### config.mk
export PLATFORM = sky130hd
export DESIGN_NAME = sha1_message_digest_core
export DESIGN_NICKNAME = d
export VERILOG_FILES = /design/src/rtl/sha1_pkg.sv /design/src/rtl/sha1_message_digest_core.sv /design/src/rtl/sha1_front.sv /design/src/rtl/sha1_engine.sv
export SDC_FILE = /design/constraint.sdc
export NUM_CORES = 2
export LEC_CHECK = 0
export ABC_CLOCK_PERIOD_IN_PS = 13700
export BUFFER_PORTS_ARGS = -buffer_cell sky130_fd_sc_hd__buf_2
export CAP_MARGIN = 20
export CORE_MARGIN = 1.5
export CORE_UTILIZATION = 50
export DETAILED_ROUTE_END_ITERATION = 16
export PLACE_DENSITY = 0.65
export SETUP_SLACK_MARGIN = 0.05
export SLEW_MARGIN = 20
export SYNTH_ARGS = -nofsm -noshare
export SYNTH_HDL_FRONTEND = slang
export SYNTH_SLANG_ARGS = --single-unit
### constraint.sdc
create_clock -name clk -period 13.7 [get_ports clk]
set_input_delay 0.685 -clock clk [delete_from_list [all_inputs] [get_ports clk]]
set_output_delay 0.685 -clock clk [all_outputs]
set_load 0.02 [all_outputs]
### src/rtl/sha1_pkg.sv
`timescale 1ns / 1ps
// ----------------------------------------------------------------------------
// SHA-1 package
// Types and constants shared by the SHA-1 front end, queue and engine.
// ----------------------------------------------------------------------------
package sha1_pkg;

  localparam logic [31:0] K0 = 32'h5A827999;
  localparam logic [31:0] K1 = 32'h6ED9EBA1;
  localparam logic [31:0] K2 = 32'h8F1BBCDC;
  localparam logic [31:0] K3 = 32'hCA62C1D6;
  localparam logic [31:0] H0 = 32'h67452301;
  localparam logic [31:0] H1 = 32'hEFCDAB89;
  localparam logic [31:0] H2 = 32'h98BADCFE;
  localparam logic [31:0] H3 = 32'h10325476;
  localparam logic [31:0] H4 = 32'hC3D2E1F0;
  localparam logic [7:0]  PAD_BYTE = 8'h80;

  localparam logic ACT_APPEND = 1'b0;
  localparam logic ACT_FINISH = 1'b1;

  // Request handed from the front end to the engine.
  typedef struct packed {
    logic       finish;
    logic [7:0] data;
  } sha1_req_t;

  function automatic logic [31:0] rotl(input logic [31:0] x, input int unsigned n);
    rotl = (x << n) | (x >> (32 - n));
  endfunction

endpackage

### src/rtl/sha1_message_digest_core.sv
`timescale 1ns / 1ps
// ----------------------------------------------------------------------------
// SHA-1 message digest core
// Byte-serial SHA-1 with a request queue in front of the compression engine.
// ----------------------------------------------------------------------------
// An append request stores one byte in the block buffer; the 64th byte of a
// block starts a compression (one SHA-1 round per cycle in the engine), and
// the engine takes no further request from the queue until it is done. A finish
// request pads through a sweep of the block buffer, compresses one or two
// blocks and then presents the five digest words, index 0 first.
module sha1_message_digest_core #(
  parameter int QUEUE_DEPTH = 4
) (
  input  logic        clk,
  input  logic        rst_n,
  input  logic        in_valid,
  output logic        in_stall,
  input  logic        in_action,
  input  logic [7:0]  in_byte_value,
  output logic        out_valid,
  input  logic        out_stall,
  output logic [31:0] out_digest_word,
  output logic [2:0]  out_word_index,
  output logic        out_last_word
);

  logic                q_valid;
  logic                q_pop;
  sha1_pkg::sha1_req_t q_req;

  sha1_front #(.DEPTH(QUEUE_DEPTH)) u_front (
    .clk, .rst_n, .in_valid, .in_stall, .in_action, .in_byte_value,
    .q_valid, .q_pop, .q_req
  );

  sha1_engine u_engine (
    .clk, .rst_n, .q_valid, .q_pop, .q_req,
    .out_valid, .out_stall, .out_digest_word, .out_word_index, .out_last_word
  );

endmodule

### src/rtl/sha1_front.sv
`timescale 1ns / 1ps
// ----------------------------------------------------------------------------
// SHA-1 front end
// Accepts input requests, classifies them and places them in a short queue.
// ----------------------------------------------------------------------------
module sha1_front #(
  parameter int DEPTH = 4
) (
  input  logic               clk,
  input  logic               rst_n,
  input  logic               in_valid,
  output logic               in_stall,
  input  logic               in_action,
  input  logic [7:0]         in_byte_value,
  output logic               q_valid,
  input  logic               q_pop,
  output sha1_pkg::sha1_req_t q_req
);

  localparam int AW = (DEPTH > 1) ? $clog2(DEPTH) : 1;

  sha1_pkg::sha1_req_t mem_r [DEPTH];
  logic [AW-1:0] wr_r, rd_r;
  logic [AW:0]   cnt_r;
  logic          push;
  logic          pop;

  assign in_stall = (cnt_r == (AW+1)'(DEPTH));
  assign push     = in_valid && !in_stall;
  assign q_valid  = (cnt_r != '0);
  assign pop      = q_pop && q_valid;
  assign q_req    = mem_r[rd_r];

  always_ff @(posedge clk) begin
    if (push) begin
      mem_r[wr_r].finish <= (in_action == sha1_pkg::ACT_FINISH);
      mem_r[wr_r].data   <= in_byte_value;
    end
  end

  always_ff @(posedge clk) begin
    if (!rst_n) begin
      wr_r  <= '0;
      rd_r  <= '0;
      cnt_r <= '0;
    end else begin
      if (push) wr_r <= (wr_r == AW'(DEPTH-1)) ? '0 : wr_r + 1'b1;
      if (pop)  rd_r <= (rd_r == AW'(DEPTH-1)) ? '0 : rd_r + 1'b1;
      cnt_r <= cnt_r + (AW+1)'(push) - (AW+1)'(pop);
    end
  end

endmodule

### src/rtl/sha1_engine.sv
`timescale 1ns / 1ps
// ----------------------------------------------------------------------------
// SHA-1 engine
// Buffers bytes, pads, runs one compression round per cycle and emits the
// digest words from the hash state registers.
// ----------------------------------------------------------------------------
module sha1_engine (
  input  logic               clk,
  input  logic               rst_n,
  input  logic               q_valid,
  output logic               q_pop,
  input  sha1_pkg::sha1_req_t q_req,
  output logic               out_valid,
  input  logic               out_stall,
  output logic [31:0]        out_digest_word,
  output logic [2:0]         out_word_index,
  output logic               out_last_word
);

  typedef enum logic [5:0] {
    ST_IDLE  = 6'b000001,
    ST_PAD   = 6'b000010,
    ST_LOAD  = 6'b000100,
    ST_ROUND = 6'b001000,
    ST_ADD   = 6'b010000,
    ST_EMIT  = 6'b100000
  } state_t;

  state_t        state_r, state_nxt;
  logic [5:0]    fill_r;
  logic [63:0]   len_r;
  logic [63:0]   total_r;
  logic [31:0]   h_r [5];
  logic [31:0]   a_r, b_r, c_r, d_r, e_r;
  logic [31:0]   w_r [16];
  logic [6:0]    rnd_r;
  logic [5:0]    pidx_r;
  logic          fin_r;      // compression belongs to a finish request
  logic          extra_r;    // a second padded block is still due
  logic          padded_r;   // the 0x80 marker has been placed
  logic [2:0]    widx_r;

  logic [31:0] f, k, t, wn;
  logic        take_byte;

  assign q_pop     = (state_r == ST_IDLE) && q_valid;
  assign take_byte = q_pop && !q_req.finish;

  always_comb begin
    if (rnd_r < 7'd20) begin
      f = (b_r & c_r) | (~b_r & d_r); k = sha1_pkg::K0;
    end else if (rnd_r < 7'd40) begin
      f = b_r ^ c_r ^ d_r; k = sha1_pkg::K1;
    end else if (rnd_r < 7'd60) begin
      f = (b_r & c_r) | (b_r & d_r) | (c_r & d_r); k = sha1_pkg::K2;
    end else begin
      f = b_r ^ c_r ^ d_r; k = sha1_pkg::K3;
    end
    t  = sha1_pkg::rotl(a_r, 5) + f + e_r + k + w_r[0];
    wn = sha1_pkg::rotl(w_r[13] ^ w_r[8] ^ w_r[2] ^ w_r[0], 1);
  end

  always_comb begin
    state_nxt = state_r;
    unique case (state_r)
      ST_IDLE: begin
        if (q_pop) begin
          if (q_req.finish) state_nxt = ST_PAD;
          else if (fill_r == 6'd63) state_nxt = ST_LOAD;
        end
      end
      ST_PAD:   if (pidx_r == 6'd63) state_nxt = ST_LOAD;
      ST_LOAD:  state_nxt = ST_ROUND;
      ST_ROUND: if (rnd_r == 7'd79) state_nxt = ST_ADD;
      ST_ADD: begin
        if (!fin_r) state_nxt = ST_IDLE;
        else if (extra_r) state_nxt = ST_PAD;
        else state_nxt = ST_EMIT;
      end
      ST_EMIT:  if (!out_stall && widx_r == 3'd4) state_nxt = ST_IDLE;
      default:  state_nxt = ST_IDLE;
    endcase
  end

  // The message block is collected straight into the schedule words, most
  // significant byte first; padding fills every byte from the fill point
  // upwards (all of a second block), and length bytes end the last block.
  always_ff @(posedge clk) begin
    if (state_r == ST_ROUND) begin
      for (int i = 0; i < 15; i++) w_r[i] <= w_r[i+1];
      w_r[15] <= wn;
      e_r <= d_r; d_r <= c_r; c_r <= sha1_pkg::rotl(b_r, 30); b_r <= a_r; a_r <= t;
    end else begin
      if (take_byte) w_r[fill_r[5:2]][{~fill_r[1:0], 3'b000} +: 8] <= q_req.data;
      if (state_r == ST_PAD) begin
        if (pidx_r >= 6'd56 && !extra_r)
          w_r[pidx_r[5:2]][{~pidx_r[1:0], 3'b000} +: 8] <=
            total_r[{~pidx_r[2:0], 3'b000} +: 8];
        else if (padded_r)
          w_r[pidx_r[5:2]][{~pidx_r[1:0], 3'b000} +: 8] <= 8'h00;
        else if (pidx_r == fill_r)
          w_r[pidx_r[5:2]][{~pidx_r[1:0], 3'b000} +: 8] <= sha1_pkg::PAD_BYTE;
      end
      if (state_r == ST_LOAD) begin
        a_r <= h_r[0]; b_r <= h_r[1]; c_r <= h_r[2]; d_r <= h_r[3]; e_r <= h_r[4];
      end
    end
  end

  always_ff @(posedge clk) begin
    if (!rst_n) begin
      state_r  <= ST_IDLE;
      fill_r   <= '0;
      len_r    <= '0;
      total_r  <= '0;
      rnd_r    <= '0;
      pidx_r   <= '0;
      fin_r    <= 1'b0;
      extra_r  <= 1'b0;
      padded_r <= 1'b0;
      widx_r   <= '0;
      h_r[0] <= sha1_pkg::H0; h_r[1] <= sha1_pkg::H1; h_r[2] <= sha1_pkg::H2;
      h_r[3] <= sha1_pkg::H3; h_r[4] <= sha1_pkg::H4;
    end else begin
      state_r <= state_nxt;
      unique case (state_r)
        ST_IDLE: begin
          if (q_pop) begin
            if (q_req.finish) begin
              fin_r    <= 1'b1;
              extra_r  <= (fill_r >= 6'd56);
              padded_r <= 1'b0;
              total_r  <= len_r + {55'd0, fill_r, 3'd0};
              pidx_r   <= '0;
            end else begin
              fin_r  <= 1'b0;
              fill_r <= fill_r + 1'b1;
              if (fill_r == 6'd63) len_r <= len_r + 64'd512;
            end
          end
        end
        ST_PAD: begin
          if (pidx_r == fill_r) padded_r <= 1'b1;
          pidx_r <= pidx_r + 1'b1;
        end
        ST_LOAD:  rnd_r <= '0;
        ST_ROUND: rnd_r <= rnd_r + 1'b1;
        ST_ADD: begin
          h_r[0] <= h_r[0] + a_r; h_r[1] <= h_r[1] + b_r; h_r[2] <= h_r[2] + c_r;
          h_r[3] <= h_r[3] + d_r; h_r[4] <= h_r[4] + e_r;
          extra_r <= 1'b0;
          padded_r <= 1'b1;
          pidx_r  <= '0;
          widx_r  <= '0;
        end
        ST_EMIT: begin
          if (!out_stall) begin
            widx_r <= widx_r + 1'b1;
            if (widx_r == 3'd4) begin
              fill_r <= '0;
              len_r  <= '0;
              fin_r  <= 1'b0;
              h_r[0] <= sha1_pkg::H0; h_r[1] <= sha1_pkg::H1; h_r[2] <= sha1_pkg::H2;
              h_r[3] <= sha1_pkg::H3; h_r[4] <= sha1_pkg::H4;
            end
          end
        end
        default: ;
      endcase
    end
  end

  assign out_valid       = (state_r == ST_EMIT);
  assign out_digest_word = h_r[widx_r];
  assign out_word_index  = widx_r;
  assign out_last_word   = (widx_r == 3'd4);

endmodule
==> impl_results.md <==
* Post-synth ARST share at 0%
* Switching Fraction at 31.7%
* Total wire length at 158,000 um
* Critical path's top delay family: compound AO/OA/AOI/OAI gates
* Vias at 39,804
* Unrepaired setup endpoints after global routing: false
* CORE AREA at 117,000 um2
* GRT Util Overall at 26.2%
* Final Skew at 0.0335 ns
* TNS Setup at 0 ns
* Register area share after synthesis at 49.6%
* Clock power share at 34.9%
* Vias in the first global route at 39,427
* Placed cells at 6,488
* Status: finished clean
* Fin. Hold Viols at 0
* CTS tree: built
* Cell Rows at 125
* Max stage delay cell, worst path: a311oi_1
* Combinational power share at 24.1%
* Synthesized area at 59,000 um2
* Slew HR at 21.3%
* Peak Freq at 159 MHz
* Leakage Power at 24.0 nW
* Root Driver: clkbuf_16
* YS warnings at 0
* Hold buffers post-CTS at 0
* Clk Latency, worst-skew pair at 0.73 ns
* DP Area at 60,800 um2
* CP endpoint kind: flop
* Most frequent cells after synthesis: 868 x edfxtp_1, 733 x nand2_1, 549 x mux2_2, 282 x inv_1, 264 x nor2_1
* Top-count cell post-synth: edfxtp_1
* Iter 0 DRT Violations at 3,447
* Post-DR wirelength/cell at 23.6 um
* Hold crit path type: in2reg
* Critical Path RT at 14.16 ns
* Maxcap violations at 0
* First-pass GRT wire length at 242,000 um
* Worst path cell trace: o21ai_0 -> nand2_2 -> buf_4 -> inv_1 -> nor2_2 -> buf_4 -> xnor2_1 -> fa_1 -> inv_1 -> fa_1 -> inv_1 -> ha_1 -> a211oi_1 -> o21bai_1 -> a21oi_1 -> o21ai_0 -> a311oi_1 -> nor2_1 -> a221oi_1 -> xor2_1 -> o21ai_0
* Ports at 51
* Critical Path AT at 6.75 ns
* Peak supply drop at 0.000121 V
* Initial core utilization at 50.6%
* CP Launch Type: flop
* DR pass1 iterations at 6
* Min cycle time layout at 6.29 ns
* CP Buf/Inv Count at 5
* Switching pwr at 2.78 mW
* H-tree Lvls at 3
* Port Buffers at 50
* Placed wire-length estimate at 112,000 um
* Max stage delay on crit path at 0.66 ns
* Post-route ant nets at 0
* Tot Pwr at 8.78 mW
* Clock transition at path regs at 0.06 ns
* Cell count after synthesis at 5,063
* Initial antenna violation count at 0
* Fin crit share at 45.9%
* Final Instance Area at 64,500 um2
* CTS buffer count at 111
* Nets at 5,430
* Fill cells at 9,887
* Power Density at 136 nW/um2
* Syn nets at 5,416
* Post-CTS Setup Inserts at 0
* CTS Sinks at 1,027
* DRC viols at 0
* Die Area at 120,000 um2
* Share of layout cells above drive strength 1 at 19.5%
* Worst Tran Pin Value at 1.17 ns
* Area Growth Syn to Fin at 9.30%
* Max Slew Vio Count at 0
* Post-synth EDFFs at 868
* Via density at 5.95
* Internal power at 6.00 mW
* Cts repair resizes at 0
* Layout Cells excl Fill at 6,694
* CTS Buffer Depth at 3
* Sequential fraction of design power at 41.0%
* Gpl congestion at 0.943
* Die Wd at 346 um
* Synth cell types at 87
* #FFs+latches synth at 1,027
* GRT Residual Overflow at 0
* Crit Path Class: reg2reg
* Area share of the largest cell type after synthesis at 44.2%
* CP Max Fanout at 33
* Top FF cell, synth: edfxtp_1
* Final Core Density at 55.3%
* Top cell type by total area after synthesis: edfxtp_1
* Largest net degree at the start of global routing at 97
* Synth area leaders: edfxtp_1 44%, mux2_2 10%, dfxtp_1 5.4%, ha_1 4.7%, nand2_1 4.7%
* Mean Syn Cell Area at 11.7 um2
* Die H at 346 um
* N_diodes at 0
* Final setup viols at 0
## final cells by class
class	instances	area, um2	area share (%)
tap	1524	1910	2.96
clock inverter	72	777	1.21
sequential	1027	29300	45.4
multi-input combinational	3561	28000	43.4
inverter	282	1060	1.64
timing repair buffer	94	581	0.900
clock buffer	134	2930	4.55
## placed cells by master, fill, tap and decap left out, types with 156 or more instances in the layout
| cell | n |
|---|---|
| o21ai_0 | 211 |
| mux2_2 | 549 |
| a21oi_1 | 186 |
| nand2_1 | 728 |
| ha_1 | 222 |
| dfxtp_1 | 156 |
| xnor2_1 | 176 |
| nor2_1 | 262 |
| inv_1 | 282 |
| edfxtp_1 | 868 |
## stage by stage
stage                     setup slack, ns  hold slack (ns)
after global placement               7.61            0.451
after floorplan                      7.35            0.440
after global routing                 6.97            0.133
after detailed placement             7.51            0.458
final                                7.41            0.167
after CTS                            7.48            0.118
## worst reg2reg max path: cells and delay by family (launching register included)
family	cells	cell delay [ns]
AOI/OAI and AO/OA	8	2.31
adders and majority gates	3	1.28
buffers and inverters	5	1.17
and+or+nand+nor	3	0.47
DFF	1	0.43
xor gates and xnor gates	2	0.35
## metal layers
layer,vias to the layer above,GRT usage (%),part of all wire (%)
met5,-,0,0
met4,0,8.86,3.4
met3,270,2.98,5.5
met2,1274,43.2,47
met1,19879,36.0,44
li1,18381,-,-
## power groups by stage
stage	combinational (mW)	sequential, mW	clock, mW
floorplan	1.54	3.62	0
global placement	2.06	3.66	0
detailed placement	2.09	3.66	0
CTS	2.10	3.60	3.11
global route	2.33	3.61	3.22
finish	2.11	3.60	3.07
## path summary, 6_finish.rpt
kind / end / startpoint / depth (start not counted) / slack, ns
max: u_engine.a_r[30]$_DFFE_PP_ / u_engine.rnd_r[4]$_SDFFE_PN0P_ / 21 / 7.41
min: u_front.mem_r[2][6]$_DFFE_PP_ / in_byte_value[6] / 1 / 0.17
min reg2reg: u_engine.total_r[51]$_SDFFE_PN0P_ / u_engine.total_r[51]$_SDFFE_PN0P_ / 2 / 0.46
max reg2reg: u_engine.a_r[30]$_DFFE_PP_ / u_engine.rnd_r[4]$_SDFFE_PN0P_ / 21 / 7.41
## sequential cells by signal (all words and copies together), names as in the netlist, named ones only
signal,cells
u_engine.h_r,160
u_engine.w_r,512
u_engine.b_r,32
u_engine.total_r,61
u_engine.d_r,32
u_engine.len_r,55
u_front.mem_r,36
u_engine.rnd_r,7
u_engine.out_word_index,3
u_engine.c_r,32
u_engine.pidx_r,6
u_engine.extra_r,1
u_front.cnt_r,3
u_engine.fill_r,6
u_engine.e_r,32
u_engine.padded_r,1
u_front.rd_r,2
u_engine.state_r,6
u_front.wr_r,2
u_engine.a_r,32
u_engine.fin_r,1
## cells by family after synthesis
logic type               synth area share [%]
XOR/XNOR                                 4.63
AND/OR/NAND/NOR                          11.5
AO/OA/AOI/OAI                            9.14
buffers and inverters                    3.18
adder cells (fa/ha/maj)                  8.71
flip-flops                               49.6
multiplexers                             13.2
No activity file was read; power rests on OpenSTA's default activity.
